--- config.mk ---
export PLATFORM = sky130hd
export DESIGN_NAME = rgba_overlay_alpha_blend
export DESIGN_NICKNAME = d
export VERILOG_FILES = /design/src/rtl/rgba_ob_pkg.sv /design/src/rtl/rgba_ob_front.sv /design/src/rtl/rgba_ob_queue.sv /design/src/rtl/rgba_ob_back.sv /design/src/rtl/rgba_overlay_alpha_blend.sv
export SDC_FILE = /design/constraint.sdc
export NUM_CORES = 2
export LEC_CHECK = 0
export BUFFER_PORTS_ARGS = -buffer_cell sky130_fd_sc_hd__buf_2
export CORE_MARGIN = 2
export CORE_UTILIZATION = 40
export CTS_BUF_LIST = sky130_fd_sc_hd__clkbuf_16
export CTS_CLUSTER_SIZE = 25
export DETAILED_ROUTE_END_ITERATION = 8
export PLACE_DENSITY_LB_ADDON = 0.12
export SKIP_CTS_REPAIR_TIMING = 1
export SLEW_MARGIN = 20
export SYNTH_ARGS = -nofsm -noshare
export SYNTH_HDL_FRONTEND = slang
export SYNTH_SLANG_ARGS = --single-unit
--- constraint.sdc ---
create_clock -name i_clk -period 8.5 [get_ports i_clk]
set_input_delay 1.275 -clock i_clk [delete_from_list [all_inputs] [get_ports i_clk]]
set_output_delay 1.275 -clock i_clk [all_outputs]
set_load 0.005 [all_outputs]
--- src/rtl/rgba_ob_pkg.sv ---
`timescale 1ns / 1ps
// Shared types, codes and divide-by-255 helpers for the RGBA overlay blender.
// No dependencies.
package rgba_ob_pkg;

    localparam int CFG_IDX_W  = 3;
    localparam int CFG_DATA_W = 13;
    localparam int POS_W      = 12;
    localparam int SPAN_W     = 13;

    localparam logic [CFG_IDX_W-1:0] CFG_LEFT   = 3'd0;
    localparam logic [CFG_IDX_W-1:0] CFG_TOP    = 3'd1;
    localparam logic [CFG_IDX_W-1:0] CFG_SPAN_X = 3'd2;
    localparam logic [CFG_IDX_W-1:0] CFG_SPAN_Y = 3'd3;

    localparam logic [7:0] ALPHA_FULL = 8'd255;

    localparam int Q_DEPTH = 2;
    localparam int Q_PTR_W = $clog2(Q_DEPTH);
    localparam int Q_CNT_W = $clog2(Q_DEPTH + 1);

    typedef logic [7:0] t_chan;

    typedef struct packed {
        logic  in_win;
        logic  opaque;
        t_chan back_red;
        t_chan back_green;
        t_chan back_blue;
        t_chan back_alpha;
        t_chan over_red;
        t_chan over_green;
        t_chan over_blue;
        t_chan over_alpha;
    } t_entry;

    typedef struct packed {
        logic   valid;
        t_entry data;
    } t_xfer;

    typedef struct packed {
        logic full;
        logic empty;
    } t_q_status;

    typedef struct packed {
        logic  valid;
        t_chan red;
        t_chan green;
        t_chan blue;
        t_chan alpha;
        logic  in_window;
    } t_result;

    // lower bound of x/255, never more than one below the true quotient
    function automatic logic [16:0] div255_est(input logic [23:0] x);
        logic [41:0] s;
        s = {18'd0, x} + {10'd0, x, 8'd0} + {2'd0, x, 16'd0};
        return s[40:24];
    endfunction

    function automatic logic [16:0] div255_fix(input logic [23:0] x, input logic [16:0] est);
        logic [24:0] prod;
        logic [24:0] rem;
        prod = {est, 8'd0} - {8'd0, est};
        rem  = {1'b0, x} - prod;
        return est + 17'(rem >= 25'd255);
    endfunction

endpackage

--- src/rtl/rgba_ob_front.sv ---
`timescale 1ns / 1ps
// Front end: window registers, item acceptance and inside/opaque classification.
// Depends on rgba_ob_pkg.
module rgba_ob_front
    import rgba_ob_pkg::*;
#(
    parameter int MAX_DIM = 4096
) (
    input  logic                  i_clk,
    input  logic                  i_rst_n,
    input  logic                  i_cfg_we,
    input  logic [CFG_IDX_W-1:0]  i_cfg_idx,
    input  logic [CFG_DATA_W-1:0] i_cfg_data,
    input  logic                  i_start,
    input  logic [POS_W-1:0]      i_pixel_row,
    input  logic [POS_W-1:0]      i_pixel_col,
    input  t_chan                 i_back_red,
    input  t_chan                 i_back_green,
    input  t_chan                 i_back_blue,
    input  t_chan                 i_back_alpha,
    input  t_chan                 i_over_red,
    input  t_chan                 i_over_green,
    input  t_chan                 i_over_blue,
    input  t_chan                 i_over_alpha,
    input  t_q_status             i_q_status,
    output logic                  o_busy,
    output t_xfer                 o_push
);

    localparam int LIM_W = $clog2(MAX_DIM + 1);
    localparam int EXT_W = ((LIM_W > SPAN_W) ? LIM_W : SPAN_W) + 1;
    localparam logic [EXT_W-1:0] LIM = EXT_W'(MAX_DIM);

    logic [POS_W-1:0]  r_left, r_top;
    logic [SPAN_W-1:0] r_span_x, r_span_y;
    logic              r_valid, n_valid;
    t_entry            r_entry;

    logic              ready, accept, push;
    logic [EXT_W-1:0]  span_x, span_y, edge_x, edge_y;
    logic              hit;

    assign ready  = !r_valid || !i_q_status.full;
    assign accept = i_start && ready && i_rst_n;
    assign push   = r_valid && !i_q_status.full;
    assign o_busy = !ready || !i_rst_n;

    always_comb begin
        span_x = (EXT_W'(r_span_x) > LIM) ? LIM : EXT_W'(r_span_x);
        span_y = (EXT_W'(r_span_y) > LIM) ? LIM : EXT_W'(r_span_y);
        edge_x = EXT_W'(r_left) + span_x;
        edge_y = EXT_W'(r_top) + span_y;
        hit    = (i_pixel_row >= r_top) && (EXT_W'(i_pixel_row) < edge_y)
              && (i_pixel_col >= r_left) && (EXT_W'(i_pixel_col) < edge_x);
    end

    always_comb begin
        n_valid = r_valid;
        if (accept) begin
            n_valid = 1'b1;
        end else if (push) begin
            n_valid = 1'b0;
        end
    end

    always_ff @(posedge i_clk) begin
        if (!i_rst_n) begin
            r_left   <= '0;
            r_top    <= '0;
            r_span_x <= '0;
            r_span_y <= '0;
        end else if (i_cfg_we) begin
            unique case (i_cfg_idx)
                CFG_LEFT:   r_left   <= i_cfg_data[POS_W-1:0];
                CFG_TOP:    r_top    <= i_cfg_data[POS_W-1:0];
                CFG_SPAN_X: r_span_x <= i_cfg_data[SPAN_W-1:0];
                CFG_SPAN_Y: r_span_y <= i_cfg_data[SPAN_W-1:0];
                default:    ;
            endcase
        end
    end

    always_ff @(posedge i_clk) begin
        if (!i_rst_n) begin
            r_valid <= 1'b0;
        end else begin
            r_valid <= n_valid;
        end
    end

    always_ff @(posedge i_clk) begin
        if (accept) begin
            r_entry.in_win     <= hit;
            r_entry.opaque     <= (i_over_alpha == ALPHA_FULL);
            r_entry.back_red   <= i_back_red;
            r_entry.back_green <= i_back_green;
            r_entry.back_blue  <= i_back_blue;
            r_entry.back_alpha <= i_back_alpha;
            r_entry.over_red   <= i_over_red;
            r_entry.over_green <= i_over_green;
            r_entry.over_blue  <= i_over_blue;
            r_entry.over_alpha <= i_over_alpha;
        end
    end

    assign o_push.valid = push;
    assign o_push.data  = r_entry;

endmodule

--- src/rtl/rgba_ob_queue.sv ---
`timescale 1ns / 1ps
// Short transaction queue between front end and blend pipeline.
// Depends on rgba_ob_pkg.
module rgba_ob_queue
    import rgba_ob_pkg::*;
(
    input  logic      i_clk,
    input  logic      i_rst_n,
    input  t_xfer     i_push,
    output t_q_status o_status,
    output t_xfer     o_pop
);

    t_entry             r_mem [Q_DEPTH];
    logic [Q_PTR_W-1:0] r_wr_ptr, r_rd_ptr;
    logic [Q_CNT_W-1:0] r_count, n_count;
    logic               do_push, do_pop;

    assign do_pop  = (r_count != '0);
    assign do_push = i_push.valid && (r_count != Q_CNT_W'(Q_DEPTH));

    always_comb begin
        n_count = r_count;
        if (do_push && !do_pop) begin
            n_count = r_count + 1'b1;
        end else if (do_pop && !do_push) begin
            n_count = r_count - 1'b1;
        end
    end

    always_ff @(posedge i_clk) begin
        if (!i_rst_n) begin
            r_wr_ptr <= '0;
            r_rd_ptr <= '0;
            r_count  <= '0;
        end else begin
            r_count <= n_count;
            if (do_push) begin
                r_wr_ptr <= (r_wr_ptr == Q_PTR_W'(Q_DEPTH - 1)) ? '0 : r_wr_ptr + 1'b1;
            end
            if (do_pop) begin
                r_rd_ptr <= (r_rd_ptr == Q_PTR_W'(Q_DEPTH - 1)) ? '0 : r_rd_ptr + 1'b1;
            end
        end
    end

    always_ff @(posedge i_clk) begin
        if (do_push) begin
            r_mem[r_wr_ptr] <= i_push.data;
        end
    end

    assign o_status.full  = (r_count == Q_CNT_W'(Q_DEPTH));
    assign o_status.empty = (r_count == '0);
    assign o_pop.valid    = do_pop;
    assign o_pop.data     = r_mem[r_rd_ptr];

endmodule

--- src/rtl/rgba_ob_back.sv ---
`timescale 1ns / 1ps
// Blend pipeline: six stages of multiply, divide by 255 and final select.
// Depends on rgba_ob_pkg.
module rgba_ob_back
    import rgba_ob_pkg::*;
(
    input  logic    i_clk,
    input  logic    i_rst_n,
    input  t_xfer   i_item,
    output t_result o_result
);

    logic [5:0] r_vld;
    t_entry     r1_e, r2_e, r3_e, r4_e, r5_e;

    // stage 1
    logic [15:0] r1_t, r1_oc_r, r1_oc_g, r1_oc_b;
    // stage 2
    logic [15:0] r2_t, r2_oc_r, r2_oc_g, r2_oc_b;
    logic [23:0] r2_u_r, r2_u_g, r2_u_b;
    // stage 3
    logic [15:0] r3_t, r3_oc_r, r3_oc_g, r3_oc_b;
    logic [23:0] r3_u_r, r3_u_g, r3_u_b;
    logic [16:0] r3_e_t, r3_e_r, r3_e_g, r3_e_b;
    // stage 4
    logic [16:0] r4_v_r, r4_v_g, r4_v_b;
    t_chan       r4_alpha;
    // stage 5
    logic [16:0] r5_v_r, r5_v_g, r5_v_b;
    logic [16:0] r5_e_r, r5_e_g, r5_e_b;
    t_chan       r5_alpha;
    // stage 6
    t_chan       r6_red, r6_green, r6_blue, r6_alpha;
    logic        r6_win;

    t_chan       comp;
    logic [16:0] bp_t, bp_r, bp_g, bp_b;
    logic [16:0] q_r, q_g, q_b;

    assign comp = ALPHA_FULL - i_item.data.over_alpha;
    assign bp_t = div255_fix({8'd0, r3_t}, r3_e_t);
    assign bp_r = div255_fix(r3_u_r, r3_e_r);
    assign bp_g = div255_fix(r3_u_g, r3_e_g);
    assign bp_b = div255_fix(r3_u_b, r3_e_b);
    assign q_r  = div255_fix({7'd0, r5_v_r}, r5_e_r);
    assign q_g  = div255_fix({7'd0, r5_v_g}, r5_e_g);
    assign q_b  = div255_fix({7'd0, r5_v_b}, r5_e_b);

    always_ff @(posedge i_clk) begin
        if (!i_rst_n) begin
            r_vld <= '0;
        end else begin
            r_vld <= {r_vld[4:0], i_item.valid};
        end
    end

    always_ff @(posedge i_clk) begin
        r1_e    <= i_item.data;
        r1_t    <= i_item.data.back_alpha * comp;
        r1_oc_r <= i_item.data.over_alpha * i_item.data.over_red;
        r1_oc_g <= i_item.data.over_alpha * i_item.data.over_green;
        r1_oc_b <= i_item.data.over_alpha * i_item.data.over_blue;

        r2_e    <= r1_e;
        r2_t    <= r1_t;
        r2_oc_r <= r1_oc_r;
        r2_oc_g <= r1_oc_g;
        r2_oc_b <= r1_oc_b;
        r2_u_r  <= r1_t * r1_e.back_red;
        r2_u_g  <= r1_t * r1_e.back_green;
        r2_u_b  <= r1_t * r1_e.back_blue;

        r3_e    <= r2_e;
        r3_t    <= r2_t;
        r3_oc_r <= r2_oc_r;
        r3_oc_g <= r2_oc_g;
        r3_oc_b <= r2_oc_b;
        r3_u_r  <= r2_u_r;
        r3_u_g  <= r2_u_g;
        r3_u_b  <= r2_u_b;
        r3_e_t  <= div255_est({8'd0, r2_t});
        r3_e_r  <= div255_est(r2_u_r);
        r3_e_g  <= div255_est(r2_u_g);
        r3_e_b  <= div255_est(r2_u_b);

        r4_e     <= r3_e;
        r4_v_r   <= {1'b0, r3_oc_r} + bp_r;
        r4_v_g   <= {1'b0, r3_oc_g} + bp_g;
        r4_v_b   <= {1'b0, r3_oc_b} + bp_b;
        r4_alpha <= r3_e.over_alpha + bp_t[7:0];

        r5_e     <= r4_e;
        r5_v_r   <= r4_v_r;
        r5_v_g   <= r4_v_g;
        r5_v_b   <= r4_v_b;
        r5_e_r   <= div255_est({7'd0, r4_v_r});
        r5_e_g   <= div255_est({7'd0, r4_v_g});
        r5_e_b   <= div255_est({7'd0, r4_v_b});
        r5_alpha <= r4_alpha;

        r6_win <= r5_e.in_win;
        if (!r5_e.in_win) begin
            r6_red   <= r5_e.back_red;
            r6_green <= r5_e.back_green;
            r6_blue  <= r5_e.back_blue;
            r6_alpha <= r5_e.back_alpha;
        end else if (r5_e.opaque) begin
            r6_red   <= r5_e.over_red;
            r6_green <= r5_e.over_green;
            r6_blue  <= r5_e.over_blue;
            r6_alpha <= r5_e.over_alpha;
        end else begin
            r6_red   <= q_r[7:0];
            r6_green <= q_g[7:0];
            r6_blue  <= q_b[7:0];
            r6_alpha <= r5_alpha;
        end
    end

    assign o_result = '{valid: r_vld[5], red: r6_red, green: r6_green, blue: r6_blue,
                        alpha: r6_alpha, in_window: r6_win};

endmodule

--- src/rtl/rgba_overlay_alpha_blend.sv ---
`timescale 1ns / 1ps
// Top level of the RGBA overlay blender: front end, queue and blend pipeline.
// Throughput: one pixel per cycle.
// The rate is set by the six-stage blend pipeline, which takes a new transaction every cycle.
// Reset is synchronous active low: clears window registers to 0 and drops all work in flight.
// Depends on rgba_ob_pkg, rgba_ob_front, rgba_ob_queue, rgba_ob_back.
module rgba_overlay_alpha_blend
    import rgba_ob_pkg::*;
#(
    parameter int MAX_DIM = 4096
) (
    input  logic                  i_clk,
    input  logic                  i_rst_n,
    input  logic                  i_cfg_we,
    input  logic [CFG_IDX_W-1:0]  i_cfg_idx,
    input  logic [CFG_DATA_W-1:0] i_cfg_data,
    input  logic                  i_start,
    output logic                  o_busy,
    input  logic [POS_W-1:0]      i_pixel_row,
    input  logic [POS_W-1:0]      i_pixel_col,
    input  logic [7:0]            i_back_red,
    input  logic [7:0]            i_back_green,
    input  logic [7:0]            i_back_blue,
    input  logic [7:0]            i_back_alpha,
    input  logic [7:0]            i_over_red,
    input  logic [7:0]            i_over_green,
    input  logic [7:0]            i_over_blue,
    input  logic [7:0]            i_over_alpha,
    output logic                  o_valid,
    output logic [7:0]            o_out_red,
    output logic [7:0]            o_out_green,
    output logic [7:0]            o_out_blue,
    output logic [7:0]            o_out_alpha,
    output logic                  o_in_window
);

    t_xfer     push, pop;
    t_q_status q_status;
    t_result   result;

    rgba_ob_front #(
        .MAX_DIM(MAX_DIM)
    ) u_front (
        .i_clk        (i_clk),
        .i_rst_n      (i_rst_n),
        .i_cfg_we     (i_cfg_we),
        .i_cfg_idx    (i_cfg_idx),
        .i_cfg_data   (i_cfg_data),
        .i_start      (i_start),
        .i_pixel_row  (i_pixel_row),
        .i_pixel_col  (i_pixel_col),
        .i_back_red   (i_back_red),
        .i_back_green (i_back_green),
        .i_back_blue  (i_back_blue),
        .i_back_alpha (i_back_alpha),
        .i_over_red   (i_over_red),
        .i_over_green (i_over_green),
        .i_over_blue  (i_over_blue),
        .i_over_alpha (i_over_alpha),
        .i_q_status   (q_status),
        .o_busy       (o_busy),
        .o_push       (push)
    );

    rgba_ob_queue u_queue (
        .i_clk    (i_clk),
        .i_rst_n  (i_rst_n),
        .i_push   (push),
        .o_status (q_status),
        .o_pop    (pop)
    );

    rgba_ob_back u_back (
        .i_clk    (i_clk),
        .i_rst_n  (i_rst_n),
        .i_item   (pop),
        .o_result (result)
    );

    assign o_valid     = result.valid;
    assign o_out_red   = result.red;
    assign o_out_green = result.green;
    assign o_out_blue  = result.blue;
    assign o_out_alpha = result.alpha;
    assign o_in_window = result.in_window;

    logic accept;
    assign accept = i_start && !o_busy;

    a_fixed_latency: assert property (@(posedge i_clk) disable iff (!i_rst_n)
        accept |=> ##7 o_valid)
        else $error("accepted transaction produced no result after 8 cycles");

    a_no_phantom: assert property (@(posedge i_clk) disable iff (!i_rst_n)
        o_valid |-> $past(accept, 8))
        else $error("result strobe without a matching transaction");

    a_queue_never_fills: assert property (@(posedge i_clk) disable iff (!i_rst_n)
        !q_status.full)
        else $error("queue filled although the blend pipeline never stalls");

endmodule
Word-level counts from Yosys, hierarchy flattened
Memories as Yosys holds them, arrays and structs flattened. A register that Yosys moved wholly into a read port is not among the register bits.
Cells that the tools add are included.
{ "classes": {"n_lt_le_gt_ge": 13, "n_mul": 7, "reduce_logical": 25, "n_addsub": 46, "muxes": 20, "eq_ne": 6} }
{ "ops": {"columns": ["operator", "count"], "rows": [
  ["$ge 25x8->1 const B", 7],
  ["$sub 25x17->25", 7],
  ["$add 41x33->41", 3],
  ["$add 41x40->41", 3],
  ["$add 24x32->33", 3],
  ["$add 17x25->26", 3],
  ["$sub 17x25->25", 3],
  ["$sub 24x25->25", 3],
  ["$mul 16x8->24", 3],
  ["$mul 8x8->16", 4],
  ["$mux 8", 8],
  ["$add 16x17->17", 3],
  ["$add 17x1->17", 3],
  ["$add 41x32->41", 1],
  ["$add 8x1->8", 4],
  ["$add 12x14->14", 2],
  ["$lt 12x14->1", 2],
  ["$gt 13x13->1 const B", 2],
  ["$mux 13", 2],
  ["$add 16x24->25", 1],
  ["$sub 16x25->25", 1],
  ["$ge 12x12->1", 2],
  ["$logic_and 1x1->1", 9],
  ["$add 8x8->8", 1],
  ["other kinds (16)", 37]
]} }
{ "totals": {"mem_count": 1, "ramBits": 132, "ff_bits": 1063, "inputBits": 108, "out_inout_bits": 35, "elab_cells": 225} }
{ "mem_list": {"columns": ["name", "depth", "word_bits", "read_ports", "rd_ports_with_merged_regs", "wr", "line", "text"], "rows": [
  ["u_queue.r_mem", 2, 66, 1, 1, 1, "rgba_ob_queue.sv:14", "t_entry r_mem [Q_DEPTH];"]
]} }

Longest topological paths before layout
{ "depth": {"ltp_word": 8, "ltp_mapped": 29, "ltp_nobuf": 28} }

By module
Synthesis repeated with hierarchy kept, for this count alone.
{ "unflattened": {"hier_cells": 6549, "area_unflattened_um2": 67462.2} }
{ "modules_own_cells": {"columns": ["module", "area_per_inst_um2", "seq_area_each_um2", "n_inst", "cells_per_inst"], "rows": [
  ["rgba_ob_back", 56240.2, 18277.5, 1, 5711],
  ["rgba_ob_front", 6212.2, 3002.9, 1, 607],
  ["rgba_ob_queue", 5009.8, 4063.9, 1, 231]
]} }

Worst setup path before layout
Ideal clock, no wire load.
{ "synth_path": {"path_kind": "flip-flop to flip-flop", "from": "register u_back.r3_e_r[2]", "to": "register u_back.r4_v_r[16]", "period_less_slack_ps": 5723, "stages_incl_launch_ff": 28, "slack_ps": 2777, "setup_ps": 74, "t_arrival_ps": 5649, "required_ps": 8426, "n_path_buf": 0, "path_cell_list": "dfxtp_1 inv_1 ha_1 inv_1 ha_1 a21o_1 a2111oi_1 o21bai_1 a21o_1 a21oi_2 a2111oi_0 or3_1 a31oi_1 mux2_2 a211oi_1 fa_1 fa_1 nor2b_1 o21ai_0 a21boi_0 o21ai_0 a21oi_1 a41o_1 o41ai_1 o21ai_0 o21ai_0 a21oi_1 a31oi_1"} }
{ "synth_between": {"elab_chain_cells": 5} }
{ "synth_lines": {"columns": ["element", "line", "text"], "rows": [
  ["from (decl)", "rgba_ob_back.sv:24", "logic [16:0] r3_e_t, r3_e_r, r3_e_g, r3_e_b;"],
  ["from (signal assigned)", "rgba_ob_back.sv:82", "r3_e_r <= div255_est(r2_u_r);"],
  ["$sub 25x17->25", "rgba_ob_pkg.sv:66", "prod = {est, 8'd0} - {8'd0, est};"],
  ["$sub 24x25->25", "rgba_ob_pkg.sv:67", "rem = {1'b0, x} - prod;"],
  ["$ge 25x8->1", "rgba_ob_pkg.sv:68", "return est + 17'(rem >= 25'd255);"],
  ["$add 17x1->17 *", "rgba_ob_pkg.sv:68", null],
  ["$add 16x17->17 *", "rgba_ob_back.sv:87", "r4_v_r <= {1'b0, r3_oc_r} + bp_r;"],
  ["to (signal assigned)", "rgba_ob_back.sv:87", null],
  ["to (decl)", "rgba_ob_back.sv:26", "logic [16:0] r4_v_r, r4_v_g, r4_v_b;"]
]} }
Mark *: on every way between the ends. The rest lies on a longest branch, timed or not.
A chain may end at the register's enable or synchronous reset.

Final worst setup path
Same ends and word-level chain as after synthesis.

==> impl_metrics.toml <==
[sta]
final.setup.tns_ns = 0
fmax_ghz = 0.152
fin_crit_sh_pct = 77.3
fin_skew_ns = 0.0276
rsz0062_at_grt = "false"
setup_violations = 0
timing.slew.headroom_pct = 27.4
period_minus_slack_ns = 6.57
finalHoldViolations = 0
tightest_slew_ns = 1.06
slew_viol_final = 0

[synthesis]
synth_cells = 6677
async_flop_share_pct = 0
synth_fa_ha_area_share_pct = 28.0
synthTopCellsByCount = "dfxtp_1, inv_1, ha_1"
synth_top_area_share_pct = 28.8
synth_compound_area_share_pct = 9.21
synth_edf_count = 198
synth_largest_area_cell = "dfxtp_1"
synth.distinct_cells = 97
synthSimpleGateAreaFrac_pct = 12.4
synthTopCellsByArea = "dfxtp_1, ha_1, fa_1"
synthesis.area_um2 = 67300
synth_top_family_by_area = "adder cells"
synth.most_common_cell = "dfxtp_1"
yosysWarnings = 0
seq_area_frac_synth_pct = 37.7
syn-num-nets = 8029
synth_xor_area_share_pct = 4.71
muxShareOfSynthArea_pct = 1.93
syn_avg_cell_area_um2 = 10.1
yosys_register_bits = 1167
ys.flop_type = "dfxtp_1"

[worst_setup_path]
required_ns = 9.19
worstReg2RegStart = "u_back.r3_e_r[2]"
rr_endpoint = "u_back.r4_v_r[16]"
worst-r2r-cell-count = 27
cp-end-kind = "flop"
crit_type = "reg -> reg"
crit_end = "u_back.r4_v_r[16]"
cp-startpoint = "u_back.r3_e_r[2]"
cp-start-kind = "flop"
cp_max_fo = 3
cp_data_arrival_time_ns = 7.26
rrSetupSlack_ns = 1.93

[global_routing]
overflow = 0
antenna_found_initial = 13
grt_max_degree = 67
grt_pass1_wl_um = 256000
grt_pass1_vias = 45700
grt_usage_pct = 18.9

[cts]
clock_tree.root_cell = "clkbuf_16"
clock_latency_ns = 0.77
cts-htree-levels = 4
cts_made_buffers = 133
cts_tree = "done"
cts.sinks = 1167
cts_buffer_depth = 3
clk_pin_slew_worst_paths_ns = 0.06

[floorplanning]
fp.dieW_um = 414
boundaryPins = 143
placementRows = 150
core_um2 = 167000
start_util_pct = 40.3
dieArea_um2 = 171000
die_height_um = 414

[final_layout]
final_layout_size_suffix_gt1_share_pct = 7.04
area_growth_pct = 11.4
fin_nets = 8208

[place]
dp_hpwl_um = 125000
gp_congestion = 0.857
port_buffers = 142

[detailed_routing]
via_per_inst = 4.90
drc_errors = 0
routed_wl_um = 161000
num_vias = 44900
wire_per_inst_um = 17.6
drtPass1Iterations = 5
final_antenna_net_count = 0
drt_iter0_drc = 2050

[worst_hold_path]
holdCritPathClass = "reg -> reg"

[outcome]
status = "complete, no violations"

[flow_run]
drv_cap = 0
[routing by layer]
| metal | global-route usage, % | up-vias | share of wire, % |
|---|---|---|---|
| li1 | - | 22500 | - |
| met1 | 25.9 | 21500 | 48 |
| met2 | 31.0 | 744 | 46 |
| met3 | 3.03 | 195 | 3.9 |
| met4 | 4.91 | 10 | 2.1 |
| met5 | 0 | - | 0.038 |
[placed cells by master (no fill, tap or decap), types with 111 or more instances in the layout]
cell type / count
dfxtp_1: 965
inv_1: 958
ha_1: 804
nand2_1: 619
fa_1: 440
nor2_1: 399
a21oi_1: 251
xnor2_1: 251
and2_1: 225
edfxtp_1: 198
o21ai_0: 181
clkbuf_16: 142
buf_2: 142
a21o_1: 122
xor2_1: 111
[cells by family (layout without fill, tap and decap cells)]
group | Yosys count | after routing
mux | 123 | 123
buf+inv | 1070 | 1356
flops | 1167 | 1167
fa+ha+maj | 1244 | 1244
other cells | 0 | 4
compound gates | 943 | 943
xor+xnor | 362 | 362
simple gates | 1768 | 1768
[per-stage QoR]
| step | util [%] | area (µm²) | cells | hold slack [ns] | setup slack, ns |
|---|---|---|---|---|---|
| after floorplan | - | 67300 | 6677 | 0.310 | 2.78 |
| after global placement | 42.2 | 70600 | 8924 | 0.310 | 2.08 |
| after detailed placement | 42.2 | 70600 | 8924 | 0.312 | 1.98 |
| after CTS | 44.8 | 74900 | 9166 | 0.316 | 1.89 |
| after global routing | 44.9 | 74900 | 9168 | 0.324 | 1.16 |
| final | 44.9 | 74900 | 9171 | 0.315 | 1.93 |
[critical path, cell delays in order (launching register included)]
cell       delay (ns)
dfxtp_1          0.38
inv_1            0.07
ha_1             0.28
inv_1            0.04
ha_1             0.32
a21o_1           0.20
a2111oi_1        0.41
o21bai_1         0.18
a21o_1           0.24
a21oi_2          0.21
a2111oi_0        0.12
or3_1            0.40
a31oi_1          0.21
mux2_2           0.35
a211oi_1         0.25
fa_1             0.28
fa_1             0.22
nor2b_1          0.06
o21ai_0          0.18
a21boi_0         0.14
o21ai_0          0.27
a21oi_1          0.14
a41o_1           0.27
o41ai_1          0.49
o21ai_0          0.25
o21ai_0          0.29
a21oi_1          0.11
a31oi_1          0.14
[area by class of cell]
class | count | area (µm²)
Fill cell | 16000 | 92100
Multi-Input combinational cell | 4440 | 37900
Clock buffer | 142 | 3550
Tap cell | 2204 | 2760
Timing Repair Buffer | 181 | 1020
Inverter | 933 | 3500
Clock inverter | 100 | 792
Antenna cell | 4 | 10.0
Sequential cell | 1167 | 25400
[sequential cells by signal, summed over array words and instances (netlist names), 24 cells and up, named ones only]
name            count
u_back.r3_u_r      24
u_front.o_push     66
u_back.r2_e        66
u_back.r2_u_g      24
u_back.r2_u_b      24
u_back.r4_e        66
u_back.r2_u_r      24
u_queue.r_mem     132
u_back.r1_e        66
u_back.r5_e        66
u_back.r3_u_b      24
u_back.r3_u_g      24
u_back.r3_e        66
[worst min-delay path by stage]
stage | startpoint | to | slack, ns | cells after the start
global placement | u_back.r4_e[1] | u_back.r5_e[1] | 0.31 | 0
global route | u_back.r4_e[9] | u_back.r5_e[9] | 0.32 | 0
detailed placement | u_back.r4_e[65] | u_back.r5_e[65] | 0.31 | 0
CTS | u_back.r2_oc_b[0] | u_back.r3_oc_b[0] | 0.32 | 0
finish | u_back.r2_e[18] | u_back.r3_e[18] | 0.31 | 0
floorplan | u_back.r1_e[0] | u_back.r2_e[0] | 0.31 | 0
Power is left out: the tool's default activity adds up to more than one toggle a clock period on the data nets, which glitch-free logic cannot reach.
